<file path="src/design/hvcc_pkg.sv">
// Package: shared types, constants and conversion factor for the HV capacitor charger control.
`timescale 1ns / 1ps
`default_nettype none
package hvcc_pkg;

	localparam int unsigned ADC_W       = 12;
	localparam int unsigned VOLT_W      = 9;
	localparam int unsigned DUTY_W      = 10;
	localparam int unsigned TARGET_IN_W = 16;
	localparam int unsigned SAMPLE_W    = 16;

	localparam logic [SAMPLE_W-1:0] ADC_FULL = 16'd4095;

	localparam logic [63:0] ADC_REF_MV = 64'd3300;
	localparam logic [63:0] DIV_TOP    = 64'd1080000;
	localparam logic [63:0] DIV_BOT    = 64'd8200;
	localparam logic [63:0] MV_PER_V   = 64'd1000;

	localparam logic [63:0] CONV_NUM = ADC_REF_MV * (DIV_TOP + DIV_BOT);
	localparam logic [63:0] CONV_DEN = 64'd4095 * DIV_BOT * MV_PER_V;

	localparam int unsigned CONV_SHIFT = 32;
	localparam int unsigned CONV_MUL_W = 29;
	localparam int unsigned CONV_PROD_W = ADC_W + CONV_MUL_W;
	localparam logic [CONV_MUL_W-1:0] CONV_MUL =
		CONV_MUL_W'(((CONV_NUM << CONV_SHIFT) + CONV_DEN - 64'd1) / CONV_DEN);

	localparam logic [VOLT_W-1:0] TARGET_MAX   = 9'd345;
	localparam logic [VOLT_W-1:0] OVERVOLT     = 9'd370;
	localparam logic [VOLT_W-1:0] IMBAL_FLOOR  = 9'd80;
	localparam logic [VOLT_W-1:0] IMBAL_DIFF   = 9'd50;
	localparam logic [VOLT_W:0]   REG_MARGIN   = 10'd4;
	localparam logic [VOLT_W:0]   RAMP_MARGIN  = 10'd10;

	localparam logic [DUTY_W-1:0] DUTY_LIMIT    = 10'd1000;
	localparam logic [DUTY_W-1:0] MAX_DUTY_RST  = 10'd300;
	localparam logic [DUTY_W:0]   DUTY_STEP     = 11'd2;

	localparam int unsigned QUEUE_DEPTH_DEF = 4;

	typedef enum logic {
		OP_TICK  = 1'b0,
		OP_CLEAR = 1'b1
	} opcode_t;

	typedef enum logic [1:0] {
		MODE_OFF   = 2'd0,
		MODE_RAMP  = 2'd1,
		MODE_REG   = 2'd2,
		MODE_FAULT = 2'd3
	} mode_t;

	typedef struct packed {
		opcode_t             opcode;
		logic                trip;
		logic                stop;
		logic                above;
		logic                below;
		logic                clear_ok;
		logic [VOLT_W-1:0]   center;
		logic [VOLT_W-1:0]   side;
	} cmd_t;

endpackage
`default_nettype wire

</file>
<file path="src/design/hvcc_if.sv">
// Interfaces: command and response channels of the HV capacitor charger control.
`timescale 1ns / 1ps
`default_nettype none
interface hvcc_cmd_if;
	logic        valid;
	logic        ready;
	logic        opcode;
	logic [15:0] target_voltage;
	logic [15:0] adc_center_sample;
	logic [15:0] adc_side_sample;
	logic        output_allowed;
	logic        sw_enable;
	logic        hw_fault;
	logic        engine_halted;

	modport source (
		output valid, opcode, target_voltage, adc_center_sample, adc_side_sample,
		output output_allowed, sw_enable, hw_fault, engine_halted,
		input  ready
	);
	modport sink (
		input  valid, opcode, target_voltage, adc_center_sample, adc_side_sample,
		input  output_allowed, sw_enable, hw_fault, engine_halted,
		output ready
	);
endinterface

interface hvcc_rsp_if;
	logic       valid;
	logic       ready;
	logic [1:0] charger_mode;
	logic [9:0] duty_out;
	logic [8:0] center_voltage;
	logic [8:0] side_voltage;
	logic       clear_accepted;

	modport source (
		output valid, charger_mode, duty_out, center_voltage, side_voltage, clear_accepted,
		input  ready
	);
	modport sink (
		input  valid, charger_mode, duty_out, center_voltage, side_voltage, clear_accepted,
		output ready
	);
endinterface
`default_nettype wire

</file>
<file path="src/design/hvcc_front.sv">
// Front end: accept commands, convert ADC samples to volts and classify the tick.
`timescale 1ns / 1ps
`default_nettype none
module hvcc_front (
	input  wire logic          clk,
	input  wire logic          arst_n,
	hvcc_cmd_if.sink           cmd,
	output hvcc_pkg::cmd_t     q_data,
	output logic               q_valid,
	input  wire logic          q_ready
);
	import hvcc_pkg::*;

	logic                   valid_s1;
	opcode_t                opcode_s1;
	logic [VOLT_W-1:0]      target_s1;
	logic                   stop_s1;
	logic                   hwf_s1;
	logic                   clear_ok_s1;
	logic [VOLT_W-1:0]      center_s1;
	logic [VOLT_W-1:0]      side_s1;

	logic                   valid_s2;
	cmd_t                   cmd_s2;

	logic                   adv_s1;
	logic                   adv_s2;
	logic [ADC_W-1:0]       center_adc;
	logic [ADC_W-1:0]       side_adc;
	logic [CONV_PROD_W-1:0] center_prod;
	logic [CONV_PROD_W-1:0] side_prod;
	logic [VOLT_W-1:0]      target_clamp;

	logic [VOLT_W-1:0]      hi;
	logic [VOLT_W-1:0]      lo;
	logic [VOLT_W-1:0]      diff;
	cmd_t                   cmd_d;

	assign adv_s2    = !valid_s2 || q_ready;
	assign adv_s1    = !valid_s1 || adv_s2;
	assign cmd.ready = adv_s1;

	// saturate samples and scale to volts
	assign center_adc = (cmd.adc_center_sample > ADC_FULL) ? ADC_W'(ADC_FULL)
		: cmd.adc_center_sample[ADC_W-1:0];
	assign side_adc   = (cmd.adc_side_sample > ADC_FULL) ? ADC_W'(ADC_FULL)
		: cmd.adc_side_sample[ADC_W-1:0];
	assign center_prod = CONV_PROD_W'(center_adc) * CONV_PROD_W'(CONV_MUL);
	assign side_prod   = CONV_PROD_W'(side_adc) * CONV_PROD_W'(CONV_MUL);
	assign target_clamp = (cmd.target_voltage > TARGET_IN_W'(TARGET_MAX)) ? TARGET_MAX
		: cmd.target_voltage[VOLT_W-1:0];

	always_ff @(posedge clk or negedge arst_n) begin
		if (!arst_n) begin
			valid_s1 <= 1'b0;
		end else if (adv_s1) begin
			valid_s1 <= cmd.valid;
		end
	end

	always_ff @(posedge clk) begin
		if (adv_s1 && cmd.valid) begin
			opcode_s1   <= opcode_t'(cmd.opcode);
			target_s1   <= target_clamp;
			stop_s1     <= !cmd.output_allowed || !cmd.sw_enable;
			hwf_s1      <= cmd.hw_fault;
			clear_ok_s1 <= cmd.engine_halted && !cmd.sw_enable;
			center_s1   <= center_prod[CONV_SHIFT +: VOLT_W];
			side_s1     <= side_prod[CONV_SHIFT +: VOLT_W];
		end
	end

	always_comb begin
		hi   = (center_s1 > side_s1) ? center_s1 : side_s1;
		lo   = (center_s1 < side_s1) ? center_s1 : side_s1;
		diff = hi - lo;
		cmd_d.opcode   = opcode_s1;
		cmd_d.trip     = hwf_s1 || (hi >= OVERVOLT) || ((hi > IMBAL_FLOOR) && (diff > IMBAL_DIFF));
		cmd_d.stop     = stop_s1;
		cmd_d.above    = {1'b0, hi} >= ({1'b0, target_s1} + REG_MARGIN);
		cmd_d.below    = ({1'b0, lo} + RAMP_MARGIN) < {1'b0, target_s1};
		cmd_d.clear_ok = clear_ok_s1;
		cmd_d.center   = center_s1;
		cmd_d.side     = side_s1;
	end

	always_ff @(posedge clk or negedge arst_n) begin
		if (!arst_n) begin
			valid_s2 <= 1'b0;
		end else if (adv_s2) begin
			valid_s2 <= valid_s1;
		end
	end

	always_ff @(posedge clk) begin
		if (adv_s2 && valid_s1) begin
			cmd_s2 <= cmd_d;
		end
	end

	assign q_valid = valid_s2;
	assign q_data  = cmd_s2;
endmodule
`default_nettype wire

</file>
<file path="src/design/hvcc_queue.sv">
// Queue: short FIFO of classified commands between front and back end.
`timescale 1ns / 1ps
`default_nettype none
module hvcc_queue #(
	parameter int unsigned DEPTH = hvcc_pkg::QUEUE_DEPTH_DEF
) (
	input  wire logic          clk,
	input  wire logic          arst_n,
	input  wire logic          push_valid,
	output logic               push_ready,
	input  hvcc_pkg::cmd_t     push_data,
	output logic               pop_valid,
	input  wire logic          pop_ready,
	output hvcc_pkg::cmd_t     pop_data
);
	import hvcc_pkg::*;

	localparam int unsigned PTR_W = (DEPTH > 1) ? $clog2(DEPTH) : 1;
	localparam int unsigned CNT_W = $clog2(DEPTH + 1);
	localparam logic [PTR_W-1:0] PTR_LAST = PTR_W'(DEPTH - 1);
	localparam logic [CNT_W-1:0] CNT_FULL = CNT_W'(DEPTH);

	cmd_t             mem_q [DEPTH];
	logic [PTR_W-1:0] wr_ptr_q;
	logic [PTR_W-1:0] rd_ptr_q;
	logic [CNT_W-1:0] count_q;
	logic             push;
	logic             pop;

	assign push_ready = count_q != CNT_FULL;
	assign pop_valid  = count_q != '0;
	assign push       = push_valid && push_ready;
	assign pop        = pop_valid && pop_ready;
	assign pop_data   = mem_q[rd_ptr_q];

	always_ff @(posedge clk or negedge arst_n) begin
		if (!arst_n) begin
			wr_ptr_q <= '0;
			rd_ptr_q <= '0;
			count_q  <= '0;
		end else begin
			if (push) begin
				wr_ptr_q <= (wr_ptr_q == PTR_LAST) ? '0 : wr_ptr_q + 1'b1;
			end
			if (pop) begin
				rd_ptr_q <= (rd_ptr_q == PTR_LAST) ? '0 : rd_ptr_q + 1'b1;
			end
			if (push && !pop) begin
				count_q <= count_q + 1'b1;
			end else if (pop && !push) begin
				count_q <= count_q - 1'b1;
			end
		end
	end

	always_ff @(posedge clk) begin
		if (push) begin
			mem_q[wr_ptr_q] <= push_data;
		end
	end
endmodule
`default_nettype wire

</file>
<file path="src/design/hvcc_back.sv">
// Back end: charger state update, duty control and response register.
`timescale 1ns / 1ps
`default_nettype none
module hvcc_back (
	input  wire logic                    clk,
	input  wire logic                    arst_n,
	input  wire logic                    cfg_we,
	input  wire logic [hvcc_pkg::DUTY_W-1:0] cfg_wdata,
	input  wire logic                    pop_valid,
	output logic                         pop_ready,
	input  hvcc_pkg::cmd_t               pop_data,
	hvcc_rsp_if.source                   rsp
);
	import hvcc_pkg::*;

	logic [DUTY_W-1:0] max_duty_q;
	mode_t             mode_q;
	logic [DUTY_W-1:0] duty_q;
	logic              fault_q;
	logic [VOLT_W-1:0] center_q;
	logic [VOLT_W-1:0] side_q;
	logic              accepted_q;
	logic              rsp_valid_q;

	mode_t             mode_d;
	logic [DUTY_W-1:0] duty_d;
	logic              fault_d;
	logic [VOLT_W-1:0] center_d;
	logic [VOLT_W-1:0] side_d;
	logic              accepted_d;
	logic [DUTY_W-1:0] ceil_duty;
	logic              pop;

	assign pop_ready = !rsp_valid_q || rsp.ready;
	assign pop       = pop_valid && pop_ready;
	assign ceil_duty = (max_duty_q > DUTY_LIMIT) ? DUTY_LIMIT : max_duty_q;

	always_ff @(posedge clk or negedge arst_n) begin
		if (!arst_n) begin
			max_duty_q <= MAX_DUTY_RST;
		end else if (cfg_we) begin
			max_duty_q <= cfg_wdata;
		end
	end

	// next state
	always_comb begin
		mode_d     = mode_q;
		duty_d     = duty_q;
		fault_d    = fault_q;
		center_d   = center_q;
		side_d     = side_q;
		accepted_d = 1'b0;
		case (pop_data.opcode)
			OP_TICK: begin
				center_d = pop_data.center;
				side_d   = pop_data.side;
				if (pop_data.trip) begin
					fault_d = 1'b1;
					mode_d  = MODE_FAULT;
					duty_d  = '0;
				end else if (fault_q) begin
					mode_d = MODE_FAULT;
					duty_d = '0;
				end else if (pop_data.stop) begin
					mode_d = MODE_OFF;
					duty_d = '0;
				end else if (pop_data.above) begin
					mode_d = MODE_REG;
					duty_d = '0;
				end else if (pop_data.below) begin
					mode_d = MODE_RAMP;
					if (({1'b0, duty_q} + DUTY_STEP) <= {1'b0, ceil_duty}) begin
						duty_d = duty_q + DUTY_W'(DUTY_STEP);
					end
				end else begin
					mode_d = MODE_REG;
					if (duty_q != '0) begin
						duty_d = duty_q - 1'b1;
					end
				end
			end
			OP_CLEAR: begin
				if (pop_data.clear_ok) begin
					fault_d    = 1'b0;
					mode_d     = MODE_OFF;
					duty_d     = '0;
					accepted_d = 1'b1;
				end
			end
			default: begin
				accepted_d = 1'b0;
			end
		endcase
	end

	always_ff @(posedge clk or negedge arst_n) begin
		if (!arst_n) begin
			mode_q      <= MODE_OFF;
			duty_q      <= '0;
			fault_q     <= 1'b0;
			center_q    <= '0;
			side_q      <= '0;
			accepted_q  <= 1'b0;
			rsp_valid_q <= 1'b0;
		end else begin
			if (pop) begin
				mode_q     <= mode_d;
				duty_q     <= duty_d;
				fault_q    <= fault_d;
				center_q   <= center_d;
				side_q     <= side_d;
				accepted_q <= accepted_d;
			end
			if (pop_ready) begin
				rsp_valid_q <= pop_valid;
			end
		end
	end

	// outputs
	always_comb begin
		rsp.valid          = rsp_valid_q;
		rsp.charger_mode   = mode_q;
		rsp.duty_out       = duty_q;
		rsp.center_voltage = center_q;
		rsp.side_voltage   = side_q;
		rsp.clear_accepted = accepted_q;
	end
endmodule
`default_nettype wire

</file>
<file path="src/design/hv_capacitor_charger_control.sv">
// Top level: HV capacitor charger control, front end, queue and back end.
//
//   channel  dir  handshake         payload
//   cmd      in   valid / ready     opcode, target, two ADC samples, four flags
//   rsp      out  valid / ready     mode, duty, two tap voltages, clear flag
//   cfg      in   cfg_we            max_duty (10 bits)
//
// One command per cycle sustained while rsp is not stalled; a response is registered through both
// front stages, the queue entry and the back register after its transfer.
// arst_n clears all control state, the charger state and sets max_duty to 300.
// A stalled rsp holds the back end; the queue then fills and cmd.ready drops.
`timescale 1ns / 1ps
`default_nettype none
module hv_capacitor_charger_control #(
	parameter int unsigned QUEUE_DEPTH = hvcc_pkg::QUEUE_DEPTH_DEF
) (
	input  wire logic                        clk,
	input  wire logic                        arst_n,
	hvcc_cmd_if.sink                         cmd,
	hvcc_rsp_if.source                       rsp,
	input  wire logic                        cfg_we,
	input  wire logic [hvcc_pkg::DUTY_W-1:0] cfg_wdata
);
	import hvcc_pkg::*;

	cmd_t push_data;
	logic push_valid;
	logic push_ready;
	cmd_t pop_data;
	logic pop_valid;
	logic pop_ready;

	hvcc_front u_front (
		.clk     (clk),
		.arst_n  (arst_n),
		.cmd     (cmd),
		.q_data  (push_data),
		.q_valid (push_valid),
		.q_ready (push_ready)
	);

	hvcc_queue #(
		.DEPTH (QUEUE_DEPTH)
	) u_queue (
		.clk        (clk),
		.arst_n     (arst_n),
		.push_valid (push_valid),
		.push_ready (push_ready),
		.push_data  (push_data),
		.pop_valid  (pop_valid),
		.pop_ready  (pop_ready),
		.pop_data   (pop_data)
	);

	hvcc_back u_back (
		.clk       (clk),
		.arst_n    (arst_n),
		.cfg_we    (cfg_we),
		.cfg_wdata (cfg_wdata),
		.pop_valid (pop_valid),
		.pop_ready (pop_ready),
		.pop_data  (pop_data),
		.rsp       (rsp)
	);
endmodule
`default_nettype wire

</file>
<file path="src/flat_wrapper.sv">
// flat-port wrapper written by rule: the top's interface ports become plain ports
module hv_capacitor_charger_control_flat import hvcc_pkg::*;
#(
	parameter int unsigned QUEUE_DEPTH = hvcc_pkg::QUEUE_DEPTH_DEF
)
  (clk, arst_n, cfg_we, cfg_wdata, cmd_valid, cmd_opcode, cmd_target_voltage, cmd_adc_center_sample, cmd_adc_side_sample, cmd_output_allowed, cmd_sw_enable, cmd_hw_fault, cmd_engine_halted, cmd_ready, rsp_valid, rsp_charger_mode, rsp_duty_out, rsp_center_voltage, rsp_side_voltage, rsp_clear_accepted, rsp_ready);
  hvcc_cmd_if cmd_i ();
  hvcc_rsp_if rsp_i ();
  input  wire logic clk;
  input  wire logic arst_n;
  input  wire logic cfg_we;
  input  wire logic [hvcc_pkg::DUTY_W-1:0] cfg_wdata;
  input wire logic [$bits(cmd_i.valid)-1:0] cmd_valid;
  input wire logic [$bits(cmd_i.opcode)-1:0] cmd_opcode;
  input wire logic [$bits(cmd_i.target_voltage)-1:0] cmd_target_voltage;
  input wire logic [$bits(cmd_i.adc_center_sample)-1:0] cmd_adc_center_sample;
  input wire logic [$bits(cmd_i.adc_side_sample)-1:0] cmd_adc_side_sample;
  input wire logic [$bits(cmd_i.output_allowed)-1:0] cmd_output_allowed;
  input wire logic [$bits(cmd_i.sw_enable)-1:0] cmd_sw_enable;
  input wire logic [$bits(cmd_i.hw_fault)-1:0] cmd_hw_fault;
  input wire logic [$bits(cmd_i.engine_halted)-1:0] cmd_engine_halted;
  output wire logic [$bits(cmd_i.ready)-1:0] cmd_ready;
  output wire logic [$bits(rsp_i.valid)-1:0] rsp_valid;
  output wire logic [$bits(rsp_i.charger_mode)-1:0] rsp_charger_mode;
  output wire logic [$bits(rsp_i.duty_out)-1:0] rsp_duty_out;
  output wire logic [$bits(rsp_i.center_voltage)-1:0] rsp_center_voltage;
  output wire logic [$bits(rsp_i.side_voltage)-1:0] rsp_side_voltage;
  output wire logic [$bits(rsp_i.clear_accepted)-1:0] rsp_clear_accepted;
  input wire logic [$bits(rsp_i.ready)-1:0] rsp_ready;
  assign cmd_i.valid = cmd_valid;
  assign cmd_i.opcode = cmd_opcode;
  assign cmd_i.target_voltage = cmd_target_voltage;
  assign cmd_i.adc_center_sample = cmd_adc_center_sample;
  assign cmd_i.adc_side_sample = cmd_adc_side_sample;
  assign cmd_i.output_allowed = cmd_output_allowed;
  assign cmd_i.sw_enable = cmd_sw_enable;
  assign cmd_i.hw_fault = cmd_hw_fault;
  assign cmd_i.engine_halted = cmd_engine_halted;
  assign cmd_ready = cmd_i.ready;
  assign rsp_valid = rsp_i.valid;
  assign rsp_charger_mode = rsp_i.charger_mode;
  assign rsp_duty_out = rsp_i.duty_out;
  assign rsp_center_voltage = rsp_i.center_voltage;
  assign rsp_side_voltage = rsp_i.side_voltage;
  assign rsp_clear_accepted = rsp_i.clear_accepted;
  assign rsp_i.ready = rsp_ready;
  hv_capacitor_charger_control #(.QUEUE_DEPTH(QUEUE_DEPTH)) u_core (.clk(clk), .arst_n(arst_n), .cmd(cmd_i), .rsp(rsp_i), .cfg_we(cfg_we), .cfg_wdata(cfg_wdata));
endmodule
</file>
<file path="config.mk">
export PLATFORM = sky130hd
export DESIGN_NAME = hv_capacitor_charger_control_flat
export DESIGN_NICKNAME = d
export VERILOG_FILES = /design/src/design/hvcc_pkg.sv /design/src/design/hvcc_if.sv /design/src/design/hvcc_front.sv /design/src/design/hvcc_queue.sv /design/src/design/hvcc_back.sv /design/src/design/hv_capacitor_charger_control.sv /design/src/flat_wrapper.sv
export SDC_FILE = /design/constraint.sdc
export NUM_CORES = 1
export LEC_CHECK = 0
export ABC_AREA = 1
export ABC_CLOCK_PERIOD_IN_PS = 4800
export BUFFER_PORTS_ARGS = -buffer_cell sky130_fd_sc_hd__clkbuf_2
export CORE_MARGIN = 1.5
export CORE_UTILIZATION = 35
export CTS_BUF_LIST = sky130_fd_sc_hd__clkbuf_4
export CTS_CLUSTER_DIAMETER = 40
export DETAILED_ROUTE_END_ITERATION = 8
export GPL_TIMING_DRIVEN = 0
export MAX_ROUTING_LAYER = met4
export PLACE_DENSITY = 0.58
export SLEW_MARGIN = 25
export SYNTH_ARGS = -nofsm -noshare
export SYNTH_HDL_FRONTEND = slang
export SYNTH_SLANG_ARGS = --single-unit
export TNS_END_PERCENT = 1
</file>
<file path="constraint.sdc">
create_clock -name clk -period 4.8 [get_ports clk]
set_input_delay 0.72 -clock clk [delete_from_list [all_inputs] [get_ports clk]]
set_output_delay 0.72 -clock clk [all_outputs]
set_load 0.005 [all_outputs]
</file>
==> impl_metrics.toml <==
[cts]
htree_levels = 2
clk_pin_slew_ns = 0.06
root_buffer = "clkbuf_4"
cts_tree = "built"
clockBufferDepth = 3
cts_num_sinks = 203
clkLatencyLatePin_ns = 0.77
cts_buffers = 56

[critical_path]
worstSetupStartpoint = "cmd_adc_center_sample[15]"
ff2ff_setup_slack_ns = 0.97
cp-start-kind = "primary input"
worstPathMaxFanout = 10
path_buf_inv = 8
criticalPathCategory = "primary input to register"
cpMostUsedCell = "nand2_1"
arrival_ns = 5.41
r2r_end = "u_core.u_front.q_data[22]"
endpoint_kind = "register"
crit_required_ns = 5.27
crit_path_top_delay_cell = "fa_1"
reg2regPathDepth = 21
cp.depth = 26
r2r-start = "u_core.u_front.center_s1[8]"
crit_end = "u_core.u_front.center_s1[5]"
critical-path-top-delay-family = "adder cells"
cp_slowest_stage_delay_ns = 0.54

[job]
drv_cap = 0

[global_route]
antenna_found_initial = 1
grt_pass1_wl_um = 84010
grt_max_degree = 47
globalRouteOverflowTotal = 0
grtUsageTotal = 0.1818
grt_pass1_vias = 16290

[place]
io_buffers = 99
gp_congestion = 0.9349
place_inst = 3151
dp_hpwl_um = 42270
placed_cell_area_um2 = 22310

[synth]
yosysSeqAreaShare = 0.2882
synth_fp_nets = 2822
syn_area_per_cell_um2 = 8.882
ys_types = 52
synth_edf_count = 151
yosys.area.top_type = "edfxtp_1"
synth_area_um2 = 20270
synthCells = 2282
ys.warnings.count = 0
yosysTopAreaCellShare = 0.2237
ys_ff_latch = 203
yosys-top-cells-area = "edfxtp_1 22%, ha_1 19%, fa_1 16%, inv_1 9.3%, dfrtp_1 5.9%"
synth_common_cells = "501 x inv_1, 314 x ha_1, 284 x nand2_1"
ys_async_sr_fraction = 0.2562
synth_most_common_cell = "inv_1"
synthFlopType = "edfxtp_1"

[detailed_routing]
vias = 15810
vias_per_cell = 4.797
drc = 0
first_iter_violations = 981
wl_per_cell_um = 15.66
firstDrtPassIters = 5
wl_um = 51610
ant_nets = 0

[floorplan]
start_util = 0.3526
die_h_um = 243.6
pin_count = 101
dieArea_um2 = 59360
row_count = 88
die_w_um = 243.6
core_um2 = 57480

[power]
cellLeakagePower_nw = 11.32
ir_drop_uv = 366.1
p_per_area_nw_per_um2 = 510.4

[timing]
tightest_slew_ns = 0.9602
setup-violations-final = 14
fin_crit_sh = 1.028
setup_slack_ns = -0.1357
period_minus_slack_ns = 4.936
slew_headroom = 0.3592
slew_viol_final = 0
hold_violations = 0
clock_skew_ns = 0.08867
fmax_ghz = 0.2026
rsz0062_at_grt = "yes"

[worst_hold_path]
min_path_type = "primary input to register"

[final_layout]
finalNonFillerCells = 3295
areaGrowthSynthToFinish_pct = 17.85
multi_input_area_um2 = 13270
final-seq-area_um2 = 5841
nFillCells = 5781
final_nets = 3025
final_area_um2 = 23890
drive_above_1_share = 0.1819

[status]
violations = "setup timing"
status = "finished with violations"
-- through the flow --
step	worst slack, ns	power, mW	setup TNS, ns	hold slack, ns	util
after floorplan	-0.3142	8.247	-5.217	0.4003	-
after global placement	-1.456	10.12	-21.06	0.4066	0.3852
after detailed placement	-1.441	10.35	-21.42	0.4062	0.3882
after CTS	-0.04082	12.19	-0.1524	0.1094	0.4133
after global routing	-0.2987	13.42	-3.506	0.1059	0.4156
final	-0.1357	12.19	-0.9989	0.1887	0.4156
-- layer usage --
metal / global-route usage / up-vias / wire length [um]
met1: 0.2464 / 7562 / 24460
met2: 0.2900 / 330 / 24020
met5: - / - / 0
met4: 0.03940 / 0 / 648
li1: - / 7867 / -
met3: 0.02379 / 46 / 2481
-- cells in the final DEF, fill, tap and decap left out, drive strengths merged, types with 2 or more instances in the layout --
cell / synthesis / final
o21ai: 147 / 147
a21boi: 3 / 3
o21a: 6 / 6
nand3: 74 / 74
clkinvlp: 0 / 5
dfstp: 4 / 4
ha: 314 / 314
o211ai: 4 / 4
clkinv: 0 / 24
mux2: 4 / 4
a31oi: 28 / 28
fa: 158 / 158
a21o: 9 / 9
dfrtp: 48 / 48
xor2: 34 / 34
nand4: 32 / 32
nor3: 18 / 18
o221ai: 3 / 3
a21oi: 103 / 103
nand2: 293 / 293
o31ai: 4 / 4
nor2: 260 / 260
o22ai: 2 / 2
inv: 506 / 502
edfxtp: 151 / 151
clkbuf: 12 / 189
buf: 18 / 62
nor4: 11 / 11
o22a: 2 / 2
nand3b: 6 / 6
or2: 6 / 6
xnor2: 11 / 11
a211oi: 5 / 5
a221oi: 3 / 3
-- cell type report --
| type | instances | area share |
|---|---|---|
| antenna | 1 | 0.0001048 |
| buffer | 30 | 0.008748 |
| clock buffer | 77 | 0.02420 |
| clock inverter | 25 | 0.005133 |
| inverter | 506 | 0.08135 |
| multi-input combinational | 1543 | 0.5555 |
| sequential | 203 | 0.2445 |
| tap | 765 | 0.04007 |
| timing repair buffer | 145 | 0.04039 |
-- power by group --
group | internal, mW | switching (mW)
clock | 0.754 | 0.751
combinational | 2.89 | 4.79
sequential | 2.65 | 0.354
-- flip-flops by register name (all words and copies together), names as in the netlist, 2 cells and up --
name / count
u_core.u_back.max_duty_q: 10
u_core.u_back.rsp.center_voltage: 9
u_core.u_back.rsp.charger_mode: 2
u_core.u_back.rsp.duty_out: 10
u_core.u_back.rsp.side_voltage: 9
u_core.u_front.center_s1: 9
u_core.u_front.q_data: 24
u_core.u_front.side_s1: 9
u_core.u_front.target_s1: 9
u_core.u_queue.count_q: 3
u_core.u_queue.mem_q: 96
u_core.u_queue.rd_ptr_q: 2
u_core.u_queue.wr_ptr_q: 2
-- cells by family after synthesis --
logic type | count (synthesis) | share of synthesized area
AO/OA/AOI/OAI | 321 | 0.09217
XOR/XNOR | 45 | 0.01945
adder cells (fa/ha/maj) | 472 | 0.3499
buffers and inverters | 536 | 0.1019
flip-flops | 203 | 0.2882
multiplexers | 4 | 0.002222
AND/OR/NAND/NOR | 701 | 0.1462
-- worst min path at each step --
stage	start	endpoint	cells past startpoint	slack, ns
after floorplan	u_core.u_front.clear_ok_s1	u_core.u_front.q_data[18]	0	0.40
after global placement	u_core.u_front.opcode_s1	u_core.u_front.q_data[23]	0	0.41
after detailed placement	u_core.u_front.opcode_s1	u_core.u_front.q_data[23]	0	0.41
after CTS	cfg_wdata[5]	u_core.u_back.max_duty_q[5]	3	0.11
after global routing	cfg_wdata[5]	u_core.u_back.max_duty_q[5]	3	0.11
final	cmd_opcode	u_core.u_front.opcode_s1	1	0.19
-- timing repair --
item                       4_1_cts  5_1_grt
gates resized for setup         99       34
hold buffers                     1        0
setup endpoints to repair       18       18
cloned                           1        0
buffers inserted                38        1
pin swaps                       34        7
hold endpoints to repair        22        0
Power figures use the tool's default switching activity.
